<file path="config.mk">
export PLATFORM = sky130hd
export DESIGN_NAME = indexed_chipset_regs_shadow_decode_unit
export DESIGN_NICKNAME = d
export VERILOG_FILES = /design/src/hw/rtl/icrsd_pkg.sv /design/src/hw/rtl/icrsd_ctrl.sv /design/src/hw/rtl/icrsd_datapath.sv /design/src/hw/rtl/indexed_chipset_regs_shadow_decode_unit.sv
export VERILOG_INCLUDE_DIRS = /design/src /design/src/hw/rtl
export SDC_FILE = /design/constraint.sdc
export NUM_CORES = 1
export LEC_CHECK = 0
export ABC_AREA = 1
export BUFFER_PORTS_ARGS = -buffer_cell sky130_fd_sc_hd__buf_2
export CAP_MARGIN = 20
export CORE_MARGIN = 2
export CORE_UTILIZATION = 53
export CTS_CLUSTER_DIAMETER = 60
export DETAILED_ROUTE_END_ITERATION = 10
export GPL_TIMING_DRIVEN = 0
export MAX_ROUTING_LAYER = met4
export PLACE_DENSITY = 0.8
export SLEW_MARGIN = 5
export SYNTH_ARGS = -nofsm -noshare
export SYNTH_HDL_FRONTEND = slang
export SYNTH_SLANG_ARGS = --single-unit
export TNS_END_PERCENT = 30
</file>
<file path="constraint.sdc">
create_clock -name clock -period 3 [get_ports clock]
set_input_delay 0.45 -clock clock [delete_from_list [all_inputs] [get_ports clock]]
set_output_delay 0.45 -clock clock [all_outputs]
set_load 0.01 [all_outputs]
</file>
<file path="src/hw/rtl/indexed_chipset_regs_shadow_decode_unit_macros.svh">
// Assertion macros for the index/data register block.
`ifndef INDEXED_CHIPSET_REGS_SHADOW_DECODE_UNIT_MACROS_SVH
`define INDEXED_CHIPSET_REGS_SHADOW_DECODE_UNIT_MACROS_SVH

// Same-cycle implication, disabled while reset is high.
`define ICRSD_ASSERT_NOW(label, clk, rst, cond, conseq, msg) \
   label: assert property (@(posedge clk) disable iff (rst) (cond) |-> (conseq)) \
      else $error(msg);

// Next-cycle implication, disabled while reset is high.
`define ICRSD_ASSERT_NEXT(label, clk, rst, cond, conseq, msg) \
   label: assert property (@(posedge clk) disable iff (rst) (cond) |=> (conseq)) \
      else $error(msg);

`endif

</file>
<file path="src/hw/rtl/icrsd_pkg.sv">
// Types, constants and lookup functions shared by the register block modules.
`default_nettype none

package icrsd_pkg;

   localparam int CFG_COUNT = 14;

   // Access port codes.
   localparam logic [1:0] PORT_INDEX    = 2'd0;
   localparam logic [1:0] PORT_DATA     = 2'd1;
   localparam logic [1:0] PORT_SCRATCH0 = 2'd2;
   localparam logic [1:0] PORT_SCRATCH1 = 2'd3;

   // Register indexes and offsets into the configuration array.
   localparam logic [7:0] CFG_FIRST  = 8'h20;
   localparam logic [7:0] CFG_LAST   = 8'h2d;
   localparam logic [7:0] CFG_HOLE   = 8'h2c;
   localparam logic [7:0] IDX_REG20  = 8'h20;
   localparam logic [7:0] IDX_REG25  = 8'h25;
   localparam logic [7:0] IDX_REG2A  = 8'h2a;
   localparam logic [7:0] IDX_AFTER_DATA = 8'hff;
   localparam logic [7:0] FORCE_2A   = 8'h04;

   localparam logic [3:0] OFS_REG20 = 4'd0;
   localparam logic [3:0] OFS_REG21 = 4'd1;
   localparam logic [3:0] OFS_REG22 = 4'd2;
   localparam logic [3:0] OFS_REG23 = 4'd3;
   localparam logic [3:0] OFS_REG25 = 4'd5;
   localparam logic [3:0] OFS_REG26 = 4'd6;
   localparam logic [3:0] OFS_REG2D = 4'd13;

   localparam logic [7:0] READ_IDLE  = 8'hff;
   localparam logic [7:0] WRITE_READ = 8'h00;
   localparam logic [7:0] SCRATCH_RESET = 8'hff;

   // Attribute codes: bits 3:2 write target, bits 1:0 read source.
   localparam logic [3:0] ATTR_INT_INT = 4'h0;
   localparam logic [3:0] ATTR_EXT_EXT = 4'h5;
   localparam logic [3:0] ATTR_ANY_ANY = 4'ha;
   localparam logic [3:0] ATTR_INT_OFF = 4'hc;
   localparam logic [3:0] ATTR_ANY_INT = 4'h2;
   localparam logic [1:0] RD_EXT = 2'd1;
   localparam logic [1:0] RD_ANY = 2'd2;
   localparam logic [1:0] WR_INT = 2'd0;
   localparam logic [1:0] WR_OFF = 2'd3;

   typedef struct packed {
      logic       mode;
      logic [1:0] port;
      logic [7:0] write_data;
   } req_type;

   typedef struct packed {
      logic [7:0]  read_data;
      logic [3:0]  top_bios_attr;
      logic [31:0] de_segment_attrs;
      logic [15:0] c_segment_attrs;
      logic [3:0]  isa_divider;
      logic        isa_doubled;
      logic        halt_reset_enable;
      logic        ext_cache_enable;
   } rsp_type;

   typedef struct packed {
      logic load;
      logic exec;
   } cmd_type;

   typedef enum logic [1:0] {
      ST_IDLE,
      ST_EXEC,
      ST_RESP
   } state_type;

   function automatic logic [7:0] cfg_reset_value(input logic [3:0] ofs);
      logic [7:0] val;
      case (ofs)
         4'd2:    val = 8'h84;
         4'd4:    val = 8'h87;
         4'd5:    val = 8'hf0;
         4'd7:    val = 8'hd1;
         4'd8:    val = 8'h80;
         4'd9:    val = 8'h10;
         4'd10:   val = 8'h80;
         4'd11:   val = 8'h10;
         4'd13:   val = 8'h40;
         default: val = 8'h00;
      endcase
      return val;
   endfunction

   function automatic logic [7:0] cfg_write_mask(input logic [3:0] ofs);
      logic [7:0] val;
      case (ofs)
         4'd0:    val = 8'h3f;
         4'd4:    val = 8'hf7;
         4'd8:    val = 8'he3;
         4'd10:   val = 8'hfb;
         4'd12:   val = 8'h00;
         default: val = 8'hff;
      endcase
      return val;
   endfunction

   function automatic logic [3:0] isa_div_lookup(input logic sel, input logic [1:0] code);
      logic [3:0] val;
      case ({sel, code})
         3'b000:  val = 4'd6;
         3'b001:  val = 4'd5;
         3'b010:  val = 4'd4;
         3'b011:  val = 4'd3;
         3'b100:  val = 4'd8;
         3'b101:  val = 4'd6;
         3'b110:  val = 4'd5;
         default: val = 4'd4;
      endcase
      return val;
   endfunction

endpackage

`default_nettype wire

</file>
<file path="src/hw/rtl/icrsd_ctrl.sv">
// Sequencing state machine: accept, execute, present the result strobe.
`default_nettype none

module icrsd_ctrl (
   input  wire                 clock,
   input  wire                 reset,
   input  wire                 start,
   output logic                busy,
   output logic                rsp_valid,
   output icrsd_pkg::cmd_type  cmd
);

   icrsd_pkg::state_type state_ff, state_in;

   always_ff @(posedge clock) begin
      if (reset) begin
         state_ff <= icrsd_pkg::ST_IDLE;
      end else begin
         state_ff <= state_in;
      end
   end

   always_comb begin
      state_in = state_ff;
      case (state_ff)
         icrsd_pkg::ST_IDLE: begin
            if (start) state_in = icrsd_pkg::ST_EXEC;
         end
         icrsd_pkg::ST_EXEC: begin
            state_in = icrsd_pkg::ST_RESP;
         end
         icrsd_pkg::ST_RESP: begin
            state_in = start ? icrsd_pkg::ST_EXEC : icrsd_pkg::ST_IDLE;
         end
         default: begin
            state_in = icrsd_pkg::ST_IDLE;
         end
      endcase
   end

   // A new transaction may be taken while the previous result is on the strobe.
   always_comb begin
      busy      = 1'b0;
      rsp_valid = 1'b0;
      cmd.load  = 1'b0;
      cmd.exec  = 1'b0;
      case (state_ff)
         icrsd_pkg::ST_IDLE: begin
            cmd.load = start;
         end
         icrsd_pkg::ST_EXEC: begin
            busy     = 1'b1;
            cmd.exec = 1'b1;
         end
         icrsd_pkg::ST_RESP: begin
            rsp_valid = 1'b1;
            cmd.load  = start;
         end
         default: begin
            busy = 1'b0;
         end
      endcase
   end

endmodule

`default_nettype wire

</file>
<file path="src/hw/rtl/icrsd_datapath.sv">
// Register file, access decode and shadow attribute decode.
`default_nettype none

module icrsd_datapath (
   input  wire                 clock,
   input  wire                 reset,
   input  icrsd_pkg::cmd_type  cmd,
   input  icrsd_pkg::req_type  req_data,
   output icrsd_pkg::rsp_type  rsp_data
);

   icrsd_pkg::req_type req_ff;
   icrsd_pkg::rsp_type rsp_ff, rsp_in;

   logic [7:0] index_ff, index_in;
   logic [7:0] cfg_ff [icrsd_pkg::CFG_COUNT];
   logic [7:0] cfg_in [icrsd_pkg::CFG_COUNT];
   logic [7:0] scratch_ff [2];
   logic [7:0] scratch_in [2];
   logic       sel_ff, sel_in;

   logic       idx_valid;
   logic [3:0] idx_ofs;
   logic [7:0] wr_value;
   logic [7:0] rd_byte;

   assign idx_valid = (index_ff >= icrsd_pkg::CFG_FIRST) && (index_ff <= icrsd_pkg::CFG_LAST)
                      && (index_ff != icrsd_pkg::CFG_HOLE);
   assign idx_ofs   = 4'(index_ff - icrsd_pkg::CFG_FIRST);

   always_comb begin
      wr_value = req_ff.write_data & icrsd_pkg::cfg_write_mask(idx_ofs);
      if (index_ff == icrsd_pkg::IDX_REG2A) wr_value = wr_value | icrsd_pkg::FORCE_2A;
   end

   // Next register state for the transaction held in req_ff.
   always_comb begin
      index_in   = index_ff;
      cfg_in     = cfg_ff;
      scratch_in = scratch_ff;
      sel_in     = sel_ff;
      rd_byte    = req_ff.mode ? icrsd_pkg::WRITE_READ : icrsd_pkg::READ_IDLE;
      case (req_ff.port)
         icrsd_pkg::PORT_INDEX: begin
            if (req_ff.mode) index_in = req_ff.write_data;
         end
         icrsd_pkg::PORT_DATA: begin
            if (idx_valid) begin
               if (req_ff.mode) begin
                  cfg_in[idx_ofs] = wr_value;
                  if (index_ff == icrsd_pkg::IDX_REG20) sel_in = 1'b0;
                  else if (index_ff == icrsd_pkg::IDX_REG25) sel_in = 1'b1;
               end else begin
                  rd_byte = cfg_ff[idx_ofs];
               end
            end
            index_in = icrsd_pkg::IDX_AFTER_DATA;
         end
         icrsd_pkg::PORT_SCRATCH0, icrsd_pkg::PORT_SCRATCH1: begin
            if (req_ff.mode) scratch_in[req_ff.port[0]] = req_ff.write_data;
            else rd_byte = scratch_ff[req_ff.port[0]];
         end
         default: begin
            index_in = index_ff;
         end
      endcase
   end

   // Attribute decode from the updated registers.
   always_comb begin
      logic [7:0] r22, r23, r26, r2d;
      logic [1:0] wr_tgt;
      logic       en, wp, any_rd;
      logic [3:0] code;
      r22 = cfg_in[icrsd_pkg::OFS_REG22];
      r23 = cfg_in[icrsd_pkg::OFS_REG23];
      r26 = cfg_in[icrsd_pkg::OFS_REG26];
      r2d = cfg_in[icrsd_pkg::OFS_REG2D];
      rsp_in.read_data     = rd_byte;
      rsp_in.top_bios_attr = r22[7] ? icrsd_pkg::ATTR_ANY_INT : icrsd_pkg::ATTR_INT_OFF;
      rsp_in.de_segment_attrs = '0;
      for (int i = 0; i < 8; i++) begin
         en = (i >= 4) ? r22[5] : r22[6];
         wp = (i >= 4) ? r22[3] : r22[4];
         if (en && r23[i]) code = wp ? icrsd_pkg::ATTR_INT_OFF : icrsd_pkg::ATTR_INT_INT;
         else code = r2d[(i >> 1) + 2] ? icrsd_pkg::ATTR_ANY_ANY : icrsd_pkg::ATTR_EXT_EXT;
         rsp_in.de_segment_attrs[4*i +: 4] = code;
      end
      wr_tgt = r26[5] ? icrsd_pkg::WR_OFF : icrsd_pkg::WR_INT;
      rsp_in.c_segment_attrs = '0;
      for (int i = 0; i < 4; i++) begin
         any_rd = r2d[i >> 1];
         if (r26[4] && r26[i]) code = {wr_tgt, 2'b00};
         else if (r26[6]) code = {wr_tgt, any_rd ? icrsd_pkg::RD_ANY : icrsd_pkg::RD_EXT};
         else code = any_rd ? icrsd_pkg::ATTR_ANY_ANY : icrsd_pkg::ATTR_EXT_EXT;
         rsp_in.c_segment_attrs[4*i +: 4] = code;
      end
      rsp_in.isa_divider = icrsd_pkg::isa_div_lookup(sel_in,
                                                      cfg_in[icrsd_pkg::OFS_REG25][1:0]);
      rsp_in.isa_doubled       = ~cfg_in[icrsd_pkg::OFS_REG20][4];
      rsp_in.halt_reset_enable = ~cfg_in[icrsd_pkg::OFS_REG20][1];
      rsp_in.ext_cache_enable  = cfg_in[icrsd_pkg::OFS_REG21][4];
   end

   always_ff @(posedge clock) begin
      if (cmd.load) req_ff <= req_data;
      if (cmd.exec) rsp_ff <= rsp_in;
   end

   always_ff @(posedge clock) begin
      if (reset) begin
         index_ff <= '0;
         sel_ff   <= 1'b0;
         for (int k = 0; k < icrsd_pkg::CFG_COUNT; k++) begin
            cfg_ff[k] <= icrsd_pkg::cfg_reset_value(4'(k));
         end
         scratch_ff[0] <= icrsd_pkg::SCRATCH_RESET;
         scratch_ff[1] <= icrsd_pkg::SCRATCH_RESET;
      end else if (cmd.exec) begin
         index_ff   <= index_in;
         sel_ff     <= sel_in;
         cfg_ff     <= cfg_in;
         scratch_ff <= scratch_in;
      end
   end

   assign rsp_data = rsp_ff;

endmodule

`default_nettype wire

</file>
<file path="src/hw/rtl/indexed_chipset_regs_shadow_decode_unit.sv">
// Index/data chipset register block with shadow region decode (top level).
// The accepting edge enters the execute step; the result strobe is high in the response state after it.
// The controller's execute step holds off the next transaction.
// busy is high only in the execute cycle; a new start may coincide with the strobe.
// The receiver cannot stall, so a result never holds off the next transaction.
// Synchronous reset restores the index, configuration defaults and scratch bytes.
`default_nettype none

`include "indexed_chipset_regs_shadow_decode_unit_macros.svh"

module indexed_chipset_regs_shadow_decode_unit (
   input  wire                 clock,
   input  wire                 reset,
   input  wire                 start,
   output logic                busy,
   input  icrsd_pkg::req_type  req_data,
   output logic                rsp_valid,
   output icrsd_pkg::rsp_type  rsp_data
);

   icrsd_pkg::cmd_type cmd;
   logic               div_ok;

   icrsd_ctrl u_ctrl (
      .clock     (clock),
      .reset     (reset),
      .start     (start),
      .busy      (busy),
      .rsp_valid (rsp_valid),
      .cmd       (cmd)
   );

   icrsd_datapath u_datapath (
      .clock    (clock),
      .reset    (reset),
      .cmd      (cmd),
      .req_data (req_data),
      .rsp_data (rsp_data)
   );

   assign div_ok = (rsp_data.isa_divider >= 4'd3) && (rsp_data.isa_divider <= 4'd8);

   `ICRSD_ASSERT_NEXT(a_accept_executes, clock, reset, start && !busy, busy, "no execute step")
   `ICRSD_ASSERT_NEXT(a_exec_responds, clock, reset, busy, rsp_valid && !busy, "no result strobe")
   `ICRSD_ASSERT_NOW(a_div_range, clock, reset, rsp_valid, div_ok, "ISA divider out of range")

endmodule

`default_nettype wire
</file>
==> Word-level counts from Yosys, hierarchy flattened <==
Index checks and enable logic that the tools add are counted.
{ "word_totals": {"word_cells": 162, "register_bits": 217} }
{ "op_classes": {"muxes": 62, "eq_ne": 20, "magnitude_cmp": 6, "n_bitwise": 5, "reduce_logical": 28, "addsub": 1} }
{ "op_table": {"columns": ["cell", "n"], "rows": [
  ["two-way mux 109 bit", 3],
  ["bitwise mux 112 bit", 1],
  ["two-way mux 8 bit", 12],
  ["two-way mux 4 bit", 23],
  ["case mux 8 bit (5 select lines)", 1],
  ["binary-select mux 8 bit (select 4 bit)", 1],
  ["demux 8 bit (select 4 bit)", 1],
  ["case mux 8 bit (2 select lines)", 2],
  ["equality test 8 x 6 -> 1 bit (second input constant)", 3],
  ["bitwise mux 16 bit", 1],
  ["logical AND 1 bit", 16],
  ["case mux 4 bit (4 select lines)", 1],
  ["equality test 4 bit (second input constant)", 3],
  ["equality test 3 bit (second input constant)", 3],
  ["two-way mux 1 bit", 9],
  ["AND 8 bit", 1],
  ["demux 8 bit (select 1 bit)", 1],
  ["greater-or-equal comparator 8 x 6 -> 1 bit (second input constant)", 1],
  ["<= comparator 8 x 6 -> 1 bit (second input constant)", 1],
  ["two-way mux 2 bit", 4],
  ["inequality test 8 x 6 -> 1 bit (second input constant)", 1],
  ["OR reduction 2 bit", 4],
  ["equality test 2 bit (second input constant)", 3],
  ["case mux 2 bit (3 select lines)", 1],
  ["21 further kinds", 25]
]} }

==> Longest topological paths before layout <==
Gate-level depths: netlist of run 1.
{ "logic_depth": {"depth_word": 13, "depth_mapped": 14, "ltp_nobuf": 14} }

==> Cells and area by module <==
From an unflattened synthesis of run 1, not the netlist that was laid out.
{ "hier_totals": {"cells_unflattened": 1097, "hier_area_um2": 9227.6} }
{ "modules_own_cells": {"columns": ["module", "cells_each", "n_inst", "area_per_inst_um2", "seq_area_each_um2"], "rows": [
  ["icrsd_datapath", 1085, 1, 9146.3, 4884.7],
  ["icrsd_ctrl", 12, 1, 81.3, 40.0]
]} }

==> Worst setup path before layout of run 1 <==
Ideal clock, no wire load.
{ "synth_timing": {"path_kind": "register to register", "startpoint": "reg u_ctrl.state_ff[0]", "endpoint": "reg u_datapath.cfg_ff[49] (netlist bit)", "arrival_ps": 3382, "setup_time_ps": 78, "synth_period_minus_slack_ps": 3460, "required_ps": 2922, "stages_incl_launch_ff": 6, "setup_slack_ps": -460, "cell_sequence": "dfxtp_1 -> nand2_1 -> clkinv_1 -> clkbuf_1 -> nand4_1 -> a21oi_1"} }
{ "synth_between": {"elab_chain_cells": 3} }
{ "synth_rtl": {"columns": ["item", "line_no", "rtl"], "rows": [
  ["start, declared", "icrsd_ctrl.sv:13", "icrsd_pkg::state_type state_ff, state_in;"],
  ["start signal, assigned", "icrsd_ctrl.sv:17", "state_ff <= icrsd_pkg::ST_IDLE;"],
  ["start signal, assigned", "icrsd_ctrl.sv:19", "state_ff <= state_in;"],
  ["equality test 2 x 1 -> 1 bit", null, null],
  ["two-way mux 1 bit", null, null],
  ["named net busy", "indexed_chipset_regs_shadow_decode_unit.sv:15", "output logic busy,"],
  ["AND reduction 4 bit (no line)", null, null],
  ["end signal, assigned by index", "icrsd_datapath.sv:115", "cfg_ff[k] <= icrsd_pkg::cfg_reset_value(4'(k));"],
  ["end signal, assigned", "icrsd_datapath.sv:122", "cfg_ff <= cfg_in;"],
  ["end, declared", "icrsd_datapath.sv:16", "logic [7:0] cfg_ff [icrsd_pkg::CFG_COUNT];"]
]} }
The timed path passes the listed nets, and every way through them passes these cells.
A chain may end at the register's enable or synchronous reset.

==> Final worst setup path of run 1 <==
{ "layout_timing": {"startpoint": "reg u_ctrl.state_ff[1]", "endpoint": "out busy"} }
{ "layout_between": {"elab_chain_cells": 2} }
{ "layout_rtl": {"columns": ["item", "line_no", "rtl"], "rows": [
  ["equality test 2 x 1 -> 1 bit", "icrsd_ctrl.sv:47", "case (state_ff)"],
  ["two-way mux 1 bit", "icrsd_ctrl.sv:47", null],
  ["end, declared", "indexed_chipset_regs_shadow_decode_unit.sv:15", null]
]} }
No other way between the ends.

==> results of run 1 <==
-- metrics by stage --
| stage | setup slack, ns | hold slack (ns) |
|---|---|---|
| 6_report | 0.194 | 0.126 |
| 5_1_grt | 0.0871 | 0.116 |
| 4_1_cts | 0.198 | 0.114 |
| 3_5_place_dp | -0.0287 | 0.434 |
| 3_3_place_gp | -0.243 | 0.429 |
| 2_1_floorplan | 0.720 | 0.419 |
-- cells by family (layout without fill, tap and decap cells) --
group	count (synthesis)	count (layout)	share of synthesized area
and+or+nand+nor	446	446	0.213
AOI/OAI and AO/OA	266	266	0.173
DFF	207	207	0.539
buffers and inverters	176	296	0.0746
other	1	1	0.000412
muxes	1	1	0.00124
-- power by group --
group / internal (mW) / switching (mW) / total [mW]
sequential: 2.97 / 0.0269 / 3.00
clock: 1.51 / 1.07 / 2.59
combinational: 0.110 / 0.351 / 0.461
total: 4.60 / 1.45 / 6.05
-- flip-flops by register name (all words and copies together), names as in the netlist --
register	flops
u_datapath.cfg_ff	104
u_datapath.rsp_data	65
u_datapath.scratch_ff	16
u_datapath.req_ff	11
u_datapath.index_ff	8
u_ctrl.state_ff	2
u_datapath.sel_ff	1
-- routing by layer --
layer	vias up	track usage	wire, µm
met4	0	0.124	1190
met3	85	0.0450	2610
met5	-	-	0
met2	467	0.465	12200
met1	3832	0.414	11200
li1	3907	-	-
-- placed cells by master (no fill, tap or decap), types with 5 or more instances in the layout --
master / count
o211ai_1: 41
clkinv_2: 5
o21a_1: 5
clkbuf_16: 21
o21ai_0: 83
nor3_1: 10
nand2_1: 296
edfxtp_1: 76
buf_4: 5
clkbuf_1: 43
clkinv_1: 5
nor2_1: 58
dfxtp_1: 131
buf_2: 83
a21oi_1: 78
a22oi_1: 27
inv_2: 6
inv_1: 119
o22ai_1: 9
a221oi_1: 8
o21ai_1: 9
nand3_1: 51
nand2_2: 5
-- area by class of cell --
class | count | area [µm²] | area share
well taps | 220 | 275 | 0.0262
repair buffers | 83 | 433 | 0.0412
inverters | 131 | 494 | 0.0471
multi-input cells | 714 | 3530 | 0.336
clock buffers | 29 | 576 | 0.0548
clock inverters | 8 | 93.8 | 0.00894
flip-flops and latches | 207 | 4900 | 0.467
plain buffers | 45 | 190 | 0.0181
-- final timing paths --
path         slack (ns)                       to              startpoint
min reg2reg        0.45    u_datapath.cfg_ff[96]   u_datapath.cfg_ff[96]
max reg2reg        0.20  u_datapath.rsp_data[34]  u_datapath.index_ff[3]
max                0.19                     busy      u_ctrl.state_ff[1]
min                0.13     u_datapath.req_ff[2]             req_data[2]
-- worst max-delay path: cells and delay by family, from the launching register on --
family	cells	cell delay, ns
simple gates	1	0.43
flops	1	0.31
buf+inv	4	1.11
-- what timing repair did --
item / 4_1_cts / 5_1_grt
gates resized for setup: 2 / 0
endpoints found under the setup margin: 3 / 0
hold endpoints to repair: 0 / 0
buffers inserted: 0 / 0
hold buffers: 0 / 0
==> impl_metrics.toml, run 1 <==
[run_status]
status = "finished clean"

[timing]
tightest_slew_ns = 0.823
fin_crit_ns = 2.81
fin_crit_sh = 0.935
setup_viol = 0
hold_violations = 0
fin_setup_tns_ns = 0
grt_setup_unrepaired = "false"
fmaxAchievable_mhz = 356
clock_skew_ns = 0.0147
drv_slew = 0
max_slew_margin = 0.449

[floorplan]
die_y_um = 135
coreArea_um2 = 16700
die_x_um = 135
ioPinCount = 83
dieArea_um2 = 18200
initial_core_util = 0.545
rows = 47

[placed_design]
placed_cell_area_um2 = 9820
place_congestion = 1.06
hpwl_mm = 19.4
numPlacedInstances = 1400
portBuffers = 80

[critical_path]
path_class = "reg2out"
cp.required_ns = 2.55
arrival_ns = 2.36
worstSetupStartpointType = "flip-flop"
slowest_delay_ns = 0.46
reg2reg_depth = 9
critPathMaxFanout = 39
worstPathCellList = "inv_1, nand2_1, clkinv_2, clkbuf_4, buf_2"
end_kind = "output port"
worst_path_max_delay_cell = "clkbuf_4"

[power_and_ir_drop]
vdd.ir_drop.worst_uv = 571
p_leak_nw = 4.33
powerDensity_nw_per_um2 = 576
power.total_mw = 6.05

[global_routing]
grt_first_pass_wirelength_mm = 41.5
grt_pass1_vias = 7538
grt_usage = 0.306
grt_max_degree = 40
grt_remaining_overflow = 0
antenna_found_initial = 0

[clock_network]
htree_levels = 1
clkTransAtPathRegs_ns = 0.06
cts.sinks = 207
cts_buffers = 21
cts-root-buf = "clkbuf_16"
clk_path_buf_depth = 3
clkLatencyLatePin_ns = 0.50
cts_tree = "built"

[worst_hold_path]
min_path_type = "in2reg"
hold_path_depth = 1

[cells_and_area]
drive_gt1_frac = 0.128
fin_util = 0.628
fillers = 1458
layout.cells.non_filler = 1437
area_delta_synth_final_pct = 15.3
nets = 1217
antennaDiodeCount = 0
design_area_um2 = 10500

[logic_synthesis]
synth_top_area_share = 0.288
synthFlopType = "dfxtp_1"
synth_common_cells = "296 x nand2_1, 131 x dfxtp_1, 119 x inv_1, 83 x o21ai_0, 78 x a21oi_1"
synth.net_count = 1111
yosysUniqueCellTypes = 41
synth_seq_area_share = 0.539
synth_edf_count = 76
syn_area_per_cell_um2 = 8.30
syn_area_um2 = 9110
synthArstFlopShare = 0
synth_warnings = 0
synth.most_common_cell = "nand2_1"
yosysTopAreaCell = "dfxtp_1"
yosys-top-cells-area = "dfxtp_1 29%, edfxtp_1 25%, nand2_1 12%"
ys_ff_latch = 207
synthCells = 1097

[routing]
vias_per_cell = 5.77
initialDrtViolationCount = 999
drtAntennaViolNets = 0
wire_per_inst_um = 18.9
vias = 8291
drc = 0
first_pass_iters = 7
routed_wl_mm = 27.2

[flow_run]
drv_cap = 0
(Power assumes the default switching activity.)
==> run 2, diff against run 1 <==
--- a/config.mk
+++ b/config.mk
@@ -6,16 +6,15 @@
 export SDC_FILE = /design/constraint.sdc
 export NUM_CORES = 1
 export LEC_CHECK = 0
-export ABC_AREA = 1
 export BUFFER_PORTS_ARGS = -buffer_cell sky130_fd_sc_hd__buf_2
 export CAP_MARGIN = 20
 export CORE_MARGIN = 2
-export CORE_UTILIZATION = 53
+export CORE_UTILIZATION = 54
 export CTS_CLUSTER_DIAMETER = 60
 export DETAILED_ROUTE_END_ITERATION = 10
 export GPL_TIMING_DRIVEN = 0
 export MAX_ROUTING_LAYER = met4
-export PLACE_DENSITY = 0.8
+export PLACE_DENSITY = 0.81
 export SLEW_MARGIN = 5
 export SYNTH_ARGS = -nofsm -noshare
 export SYNTH_HDL_FRONTEND = slang
==> run 2 against run 1 <==
Against the previous run: clock power increased by 8.5%; critical path type is now reg2reg; die area increased by 4.3%; synthesized cell count decreased by 15%; core utilization increased by 1.2 points; largest power group unchanged; maximum frequency decreased by 4.5%; highest routed layer unchanged; non-clock buffer count increased by 17; power increased by 4.4%.
==> impl_metrics.toml, run 2 <==
[run_status]
status = "finished clean"

[logic_synthesis]
ys_ff_latch = 215
synthFlopType = "dfxtp_1"
yosysTopAreaCell = "dfxtp_1"
synth_seq_area_share = 0.523
synth_warnings = 0
synthArstFlopShare = 0
yosysUniqueCellTypes = 59
synth_top_area_share = 0.287
synth.most_common_cell = "dfxtp_1"
synth.net_count = 943
yosys-top-cells-area = "dfxtp_1 29%, edfxtp_1 24%, mux2i_1 8.0%"
syn_area_um2 = 9690
syn_area_per_cell_um2 = 10.4
synth_edf_count = 76
synth_common_cells = "139 x dfxtp_1, 120 x nor2_1, 104 x nand2_1, 77 x mux2i_1, 76 x edfxtp_1"
synthCells = 929

[cells_and_area]
drive_gt1_frac = 0.181
layout.cells.non_filler = 1276
largestRegisters = "u_datapath.cfg_ff x112, u_datapath.rsp_data x65, u_datapath.scratch_ff x16"
fin_util = 0.640
regMostFlops = "u_datapath.cfg_ff"
final_common_cell = "dfxtp_1"
fillers = 1362
final_cell_mix = "139 x dfxtp_1, 120 x nor2_1, 104 x nand2_1"
antennaDiodeCount = 0
nets = 1049
area_delta_synth_final_pct = 15.1
largest_reg_flops = 112

[timing]
fin_crit_ns = 2.94
drv_slew = 0
grt_setup_unrepaired = "true"
hold_violations = 0
tightest_slew_ns = 1.22
clock_skew_ns = 0.0164
max_slew_margin = 0.179
setup_viol = 0
fmaxAchievable_mhz = 340
fin_crit_sh = 0.979

[global_routing]
use_met2 = 0.478
grt_remaining_overflow = 0
grt_max_degree = 47
grt_first_pass_wirelength_mm = 42.8
grt_usage = 0.311
antenna_found_initial = 0
grt.busiest_layer = "met2"
gr-usage-met3 = 0.0625
met1_usage = 0.394
grt_pass1_vias = 7538

[power_and_ir_drop]
powerDensity_nw_per_um2 = 566
p_leak_nw = 4.15
vdd.ir_drop.worst_uv = 416
power.total_mw = 6.31

[critical_path]
worst_path_max_delay_cell = "clkbuf_1"
slowest_delay_ns = 0.55
critPathMaxFanout = 46
path_class = "reg2reg"
crit_path_frequent_cell = "clkbuf_1"
worstSetupStartpointType = "flip-flop"
cp.required_ns = 3.39
end_kind = "flip-flop"
arrival_ns = 3.33
worstPathCellList = "nand2b_1, clkbuf_1, inv_1, clkbuf_4, buf_12, nand4b_1, clkbuf_1, nor2_1, a211o_1"

[placed_design]
place_congestion = 1.02
numPlacedInstances = 1235
portBuffers = 80
hpwl_mm = 19.9

[floorplan]
coreArea_um2 = 17400
initial_core_util = 0.556
ioPinCount = 83
rows = 48
die_y_um = 138
die_x_um = 138
dieArea_um2 = 19000

[routing]
vias = 7981
initialDrtViolationCount = 1055
vias_per_cell = 6.25
routed_wl_mm = 28.7
drtAntennaViolNets = 0
drc = 0
first_pass_iters = 6
wire_per_inst_um = 22.5

[clock_network]
cts_buffers = 22
cts_tree = "built"
clkLatencyLatePin_ns = 0.51
clk_path_buf_depth = 3
cts.sinks = 215
cts-root-buf = "clkbuf_16"
htree_levels = 1
cts_setup_buffers = 0
clkTransAtPathRegs_ns = 0.06
hold_buffers = 0

[flow_run]
drv_cap = 0

[worst_hold_path]
min_path_type = "in2reg"
-- run 2: kinds of logic (layout without fill, tap and decap cells) --
kind of cell,Yosys count,in the layout,share of synthesized area
compound gates,152,152,0.106
xor+xnor,1,1,0.000904
buf+inv,84,206,0.0359
flops,215,215,0.523
mux,116,116,0.153
other cells,1,1,0.000387
simple gates,360,360,0.181
-- run 2: worst paths after layout --
kind	startpoint	end	slack, ns	cells past startpoint
max	u_ctrl.state_ff[1]	u_datapath.scratch_ff[15]	0.06	9
max reg2reg	u_ctrl.state_ff[1]	u_datapath.scratch_ff[15]	0.06	9
min	req_data[8]	u_datapath.req_ff[8]	0.12	1
min reg2reg	u_datapath.cfg_ff[24]	u_datapath.cfg_ff[24]	0.45	2
-- run 2: per-layer routing --
metal	part of all wire	vias up
li1	-	3538
met1	0.39	3826
met2	0.46	493
met3	0.10	124
met4	0.054	0
met5	0	-
-- run 2: power breakdown --
group	switching [mW]	total (mW)	internal (mW)
clock	1.15	2.81	1.66
combinational	0.290	0.404	0.114
sequential	0.0376	3.10	3.06
-- run 2: cell type report --
cell class              instances  area, µm²  area share
inverters                      21       78.8     0.00707
clock buffers                  29        629      0.0564
plain buffers                  63        275      0.0247
clock inverters                11        114      0.0102
multi-input cells             630       4280       0.384
well taps                     225        282      0.0252
repair buffers                 82        428      0.0384
flip-flops and latches        215       5060       0.454
-- run 2: critical path, delay by kind of cell (launching register included) --
family,cells,cell delay (ns)
DFF,1,0.31
buffers and inverters,5,1.74
and+or+nand+nor,3,0.46
AOI/OAI and AO/OA,1,0.27
-- run 2: timing repair --
action                                  4_1_cts  5_1_grt
pin swaps                                     0        0
endpoints found under the setup margin        1       21
gates resized for setup                       1        2
gates cloned                                  0        0
-- run 2: metrics by stage --
stage	TNS, ns	area (µm²)	hold slack (ns)	setup slack [ns]
final	0	11100	0.121	0.0625
after global placement	-12.80	10400	0.437	-0.613
after detailed placement	0	10400	0.445	0.00874
after CTS	0	11100	0.108	0.0239
after global routing	-0.127	11100	0.107	-0.0539
after floorplan	0	9690	0.429	0.188
==> run 3, diff against run 2 <==
--- a/config.mk
+++ b/config.mk
@@ -8,13 +8,13 @@
 export LEC_CHECK = 0
 export BUFFER_PORTS_ARGS = -buffer_cell sky130_fd_sc_hd__buf_2
 export CAP_MARGIN = 20
-export CORE_MARGIN = 2
-export CORE_UTILIZATION = 54
+export CORE_ASPECT_RATIO = 2
+export CORE_UTILIZATION = 25
 export CTS_CLUSTER_DIAMETER = 60
 export DETAILED_ROUTE_END_ITERATION = 10
 export GPL_TIMING_DRIVEN = 0
 export MAX_ROUTING_LAYER = met4
-export PLACE_DENSITY = 0.81
+export PLACE_DENSITY = 0.46
 export SLEW_MARGIN = 5
 export SYNTH_ARGS = -nofsm -noshare
 export SYNTH_HDL_FRONTEND = slang
==> run 3 against run 2 <==
Against the previous run: count of clock-buffer cells in the layout decreased by 1; via count decreased by 5.1%; global-route usage decreased by 13 points; critical path depth decreased by 2; final cell count increased by 23%; critical path type unchanged; largest cell class unchanged.
==> impl_metrics.toml, run 3 (synthesis results as in run 2) <==
[run_status]
status = "finished clean"

[global_routing]
grt_usage = 0.184
grt_pass1_vias = 7600
grt_first_pass_wirelength_mm = 50.6
grt_remaining_overflow = 0
grt_max_degree = 65
antenna_found_initial = 0

[clock_network]
cts_tree = "built"
clkTransAtPathRegs_ns = 0.08
clk_path_buf_depth = 3
htree_levels = 1
cts-root-buf = "clkbuf_16"
hold_buffers = 0
cts.sinks = 215
clkLatencyLatePin_ns = 0.53
cts_buffers = 20

[routing]
vias = 7573
routed_wl_mm = 35.3
drtAntennaViolNets = 0
drc = 0
vias_per_cell = 4.84
first_pass_iters = 5
initialDrtViolationCount = 585
wire_per_inst_um = 22.5

[floorplan]
initial_core_util = 0.255
die_y_um = 280
dieArea_um2 = 39600
rows = 101
die_x_um = 141
coreArea_um2 = 38000
ioPinCount = 83

[power_and_ir_drop]
vdd.ir_drop.worst_uv = 241
clockPowerShare = 0.446
powerDensity_nw_per_um2 = 550
power.total_mw = 6.36
p_leak_nw = 4.18
combPwrFrac = 0.067
p_sw_mw = 1.52
sw_frac_of_total = 0.240
cell_internal_pwr_mw = 4.84
power_frac_seq = 0.487

[cells_and_area]
regMostFlops = "u_datapath.cfg_ff"
layout.cells.non_filler = 1566
largestRegisters = "u_datapath.cfg_ff x112, u_datapath.rsp_data x65, u_datapath.scratch_ff x16"
area_delta_synth_final_pct = 19.3
drive_gt1_frac = 0.194
final_common_cell = "dfxtp_1"
largest_reg_flops = 112
nets = 1051
final_cell_mix = "139 x dfxtp_1, 119 x nor2_1, 104 x nand2_1"
antennaDiodeCount = 0

[timing]
fmaxAchievable_mhz = 346
clock_skew_ns = 0.0243
max_slew_margin = 0.215
setup_viol = 0
fin_setup_tns_ns = 0
tightest_slew_ns = 1.17
fin_crit_sh = 0.963
hold_violations = 0
drv_slew = 0
fin_crit_ns = 2.89
grt_setup_unrepaired = "true"
holdWs_ns = 0.115

[worst_hold_path]
min_path_type = "in2reg"

[placed_design]
numPlacedInstances = 1529
place_congestion = 0.961
hpwl_mm = 26.8
portBuffers = 80

[critical_path]
slowest_delay_ns = 0.46
crit_family = "simple AND/OR/NAND/NOR gates"
arrival_ns = 3.13
reg2reg_slack_ns = 0.11
path_class = "reg2reg"
cp.required_ns = 3.24
critPathMaxFanout = 10
end_kind = "flip-flop"
crit_buf_inv = 2
worstPathCellList = "clkbuf_1, nor2_1, nand3_1, nor2_2, mux2i_2, buf_4, mux2i_1"
worst_path_max_delay_cell = "nor2_1"
worstSetupStartpointType = "flip-flop"

[flow_run]
drv_cap = 0
run 3: final cells by class:
cell class	count	area, µm²
fillers	3947	26500
inverters	21	78.8
well taps	515	644
flip-flops and latches	215	5060
plain buffers	63	279
multi-input cells	630	4300
clock buffers	28	602
repair buffers	86	473
clock inverters	8	115
run 3: through the flow:
step | setup slack, ns | util | cell area, µm²
global route | -0.0172 | 0.304 | 11600
global placement | -1.04 | 0.282 | 10700
CTS | -0.0156 | 0.303 | 11500
finish | 0.110 | 0.304 | 11600
floorplan | 0.188 | - | 9690
detailed placement | -0.234 | 0.284 | 10800
run 3: what timing repair did:
item | in CTS | in global routing
gates resized for setup | 4 | 10
setup buffers | 0 | 1
setup endpoints to repair | 23 | 51
pin swaps | 0 | 1
cloned | 0 | 0
run 3: final timing paths:
path | to | from | cells after the start
setup / recovery | u_datapath.rsp_data[37] | u_datapath.index_ff[2] | 7
hold / removal | u_datapath.req_ff[9] | req_data[9] | 1
setup reg to reg | u_datapath.rsp_data[37] | u_datapath.index_ff[2] | 7
hold reg to reg | u_datapath.cfg_ff[89] | u_datapath.cfg_ff[89] | 2
run 3: power groups by stage:
stage | registers (mW) | logic (mW) | clock network (mW)
2_1_floorplan | 3.16 | 0.225 | 0
3_3_place_gp | 3.17 | 0.413 | 0
3_5_place_dp | 3.16 | 0.422 | 0
4_1_cts | 3.10 | 0.424 | 2.89
5_1_grt | 3.10 | 0.448 | 2.98
6_report | 3.10 | 0.426 | 2.84
run 3: worst reg2reg max path: stages, from the launching register on:
cell and delay [ns]:
dfxtp_1 0.34, clkbuf_1 0.23, nor2_1 0.46, nand3_1 0.39
nor2_2 0.39, mux2i_2 0.45, buf_4 0.24, mux2i_1 0.10
run 3: metal layers:
metal  routed length (µm)  vias up  share of wire  track usage
li1                     -     3537              -            -
met5                    0        -              0            -
met2                19900      225           0.56        0.356
met4                 2280        0          0.065        0.113
met3                 1150       91          0.033       0.0142
met1                11900     3720           0.34        0.172
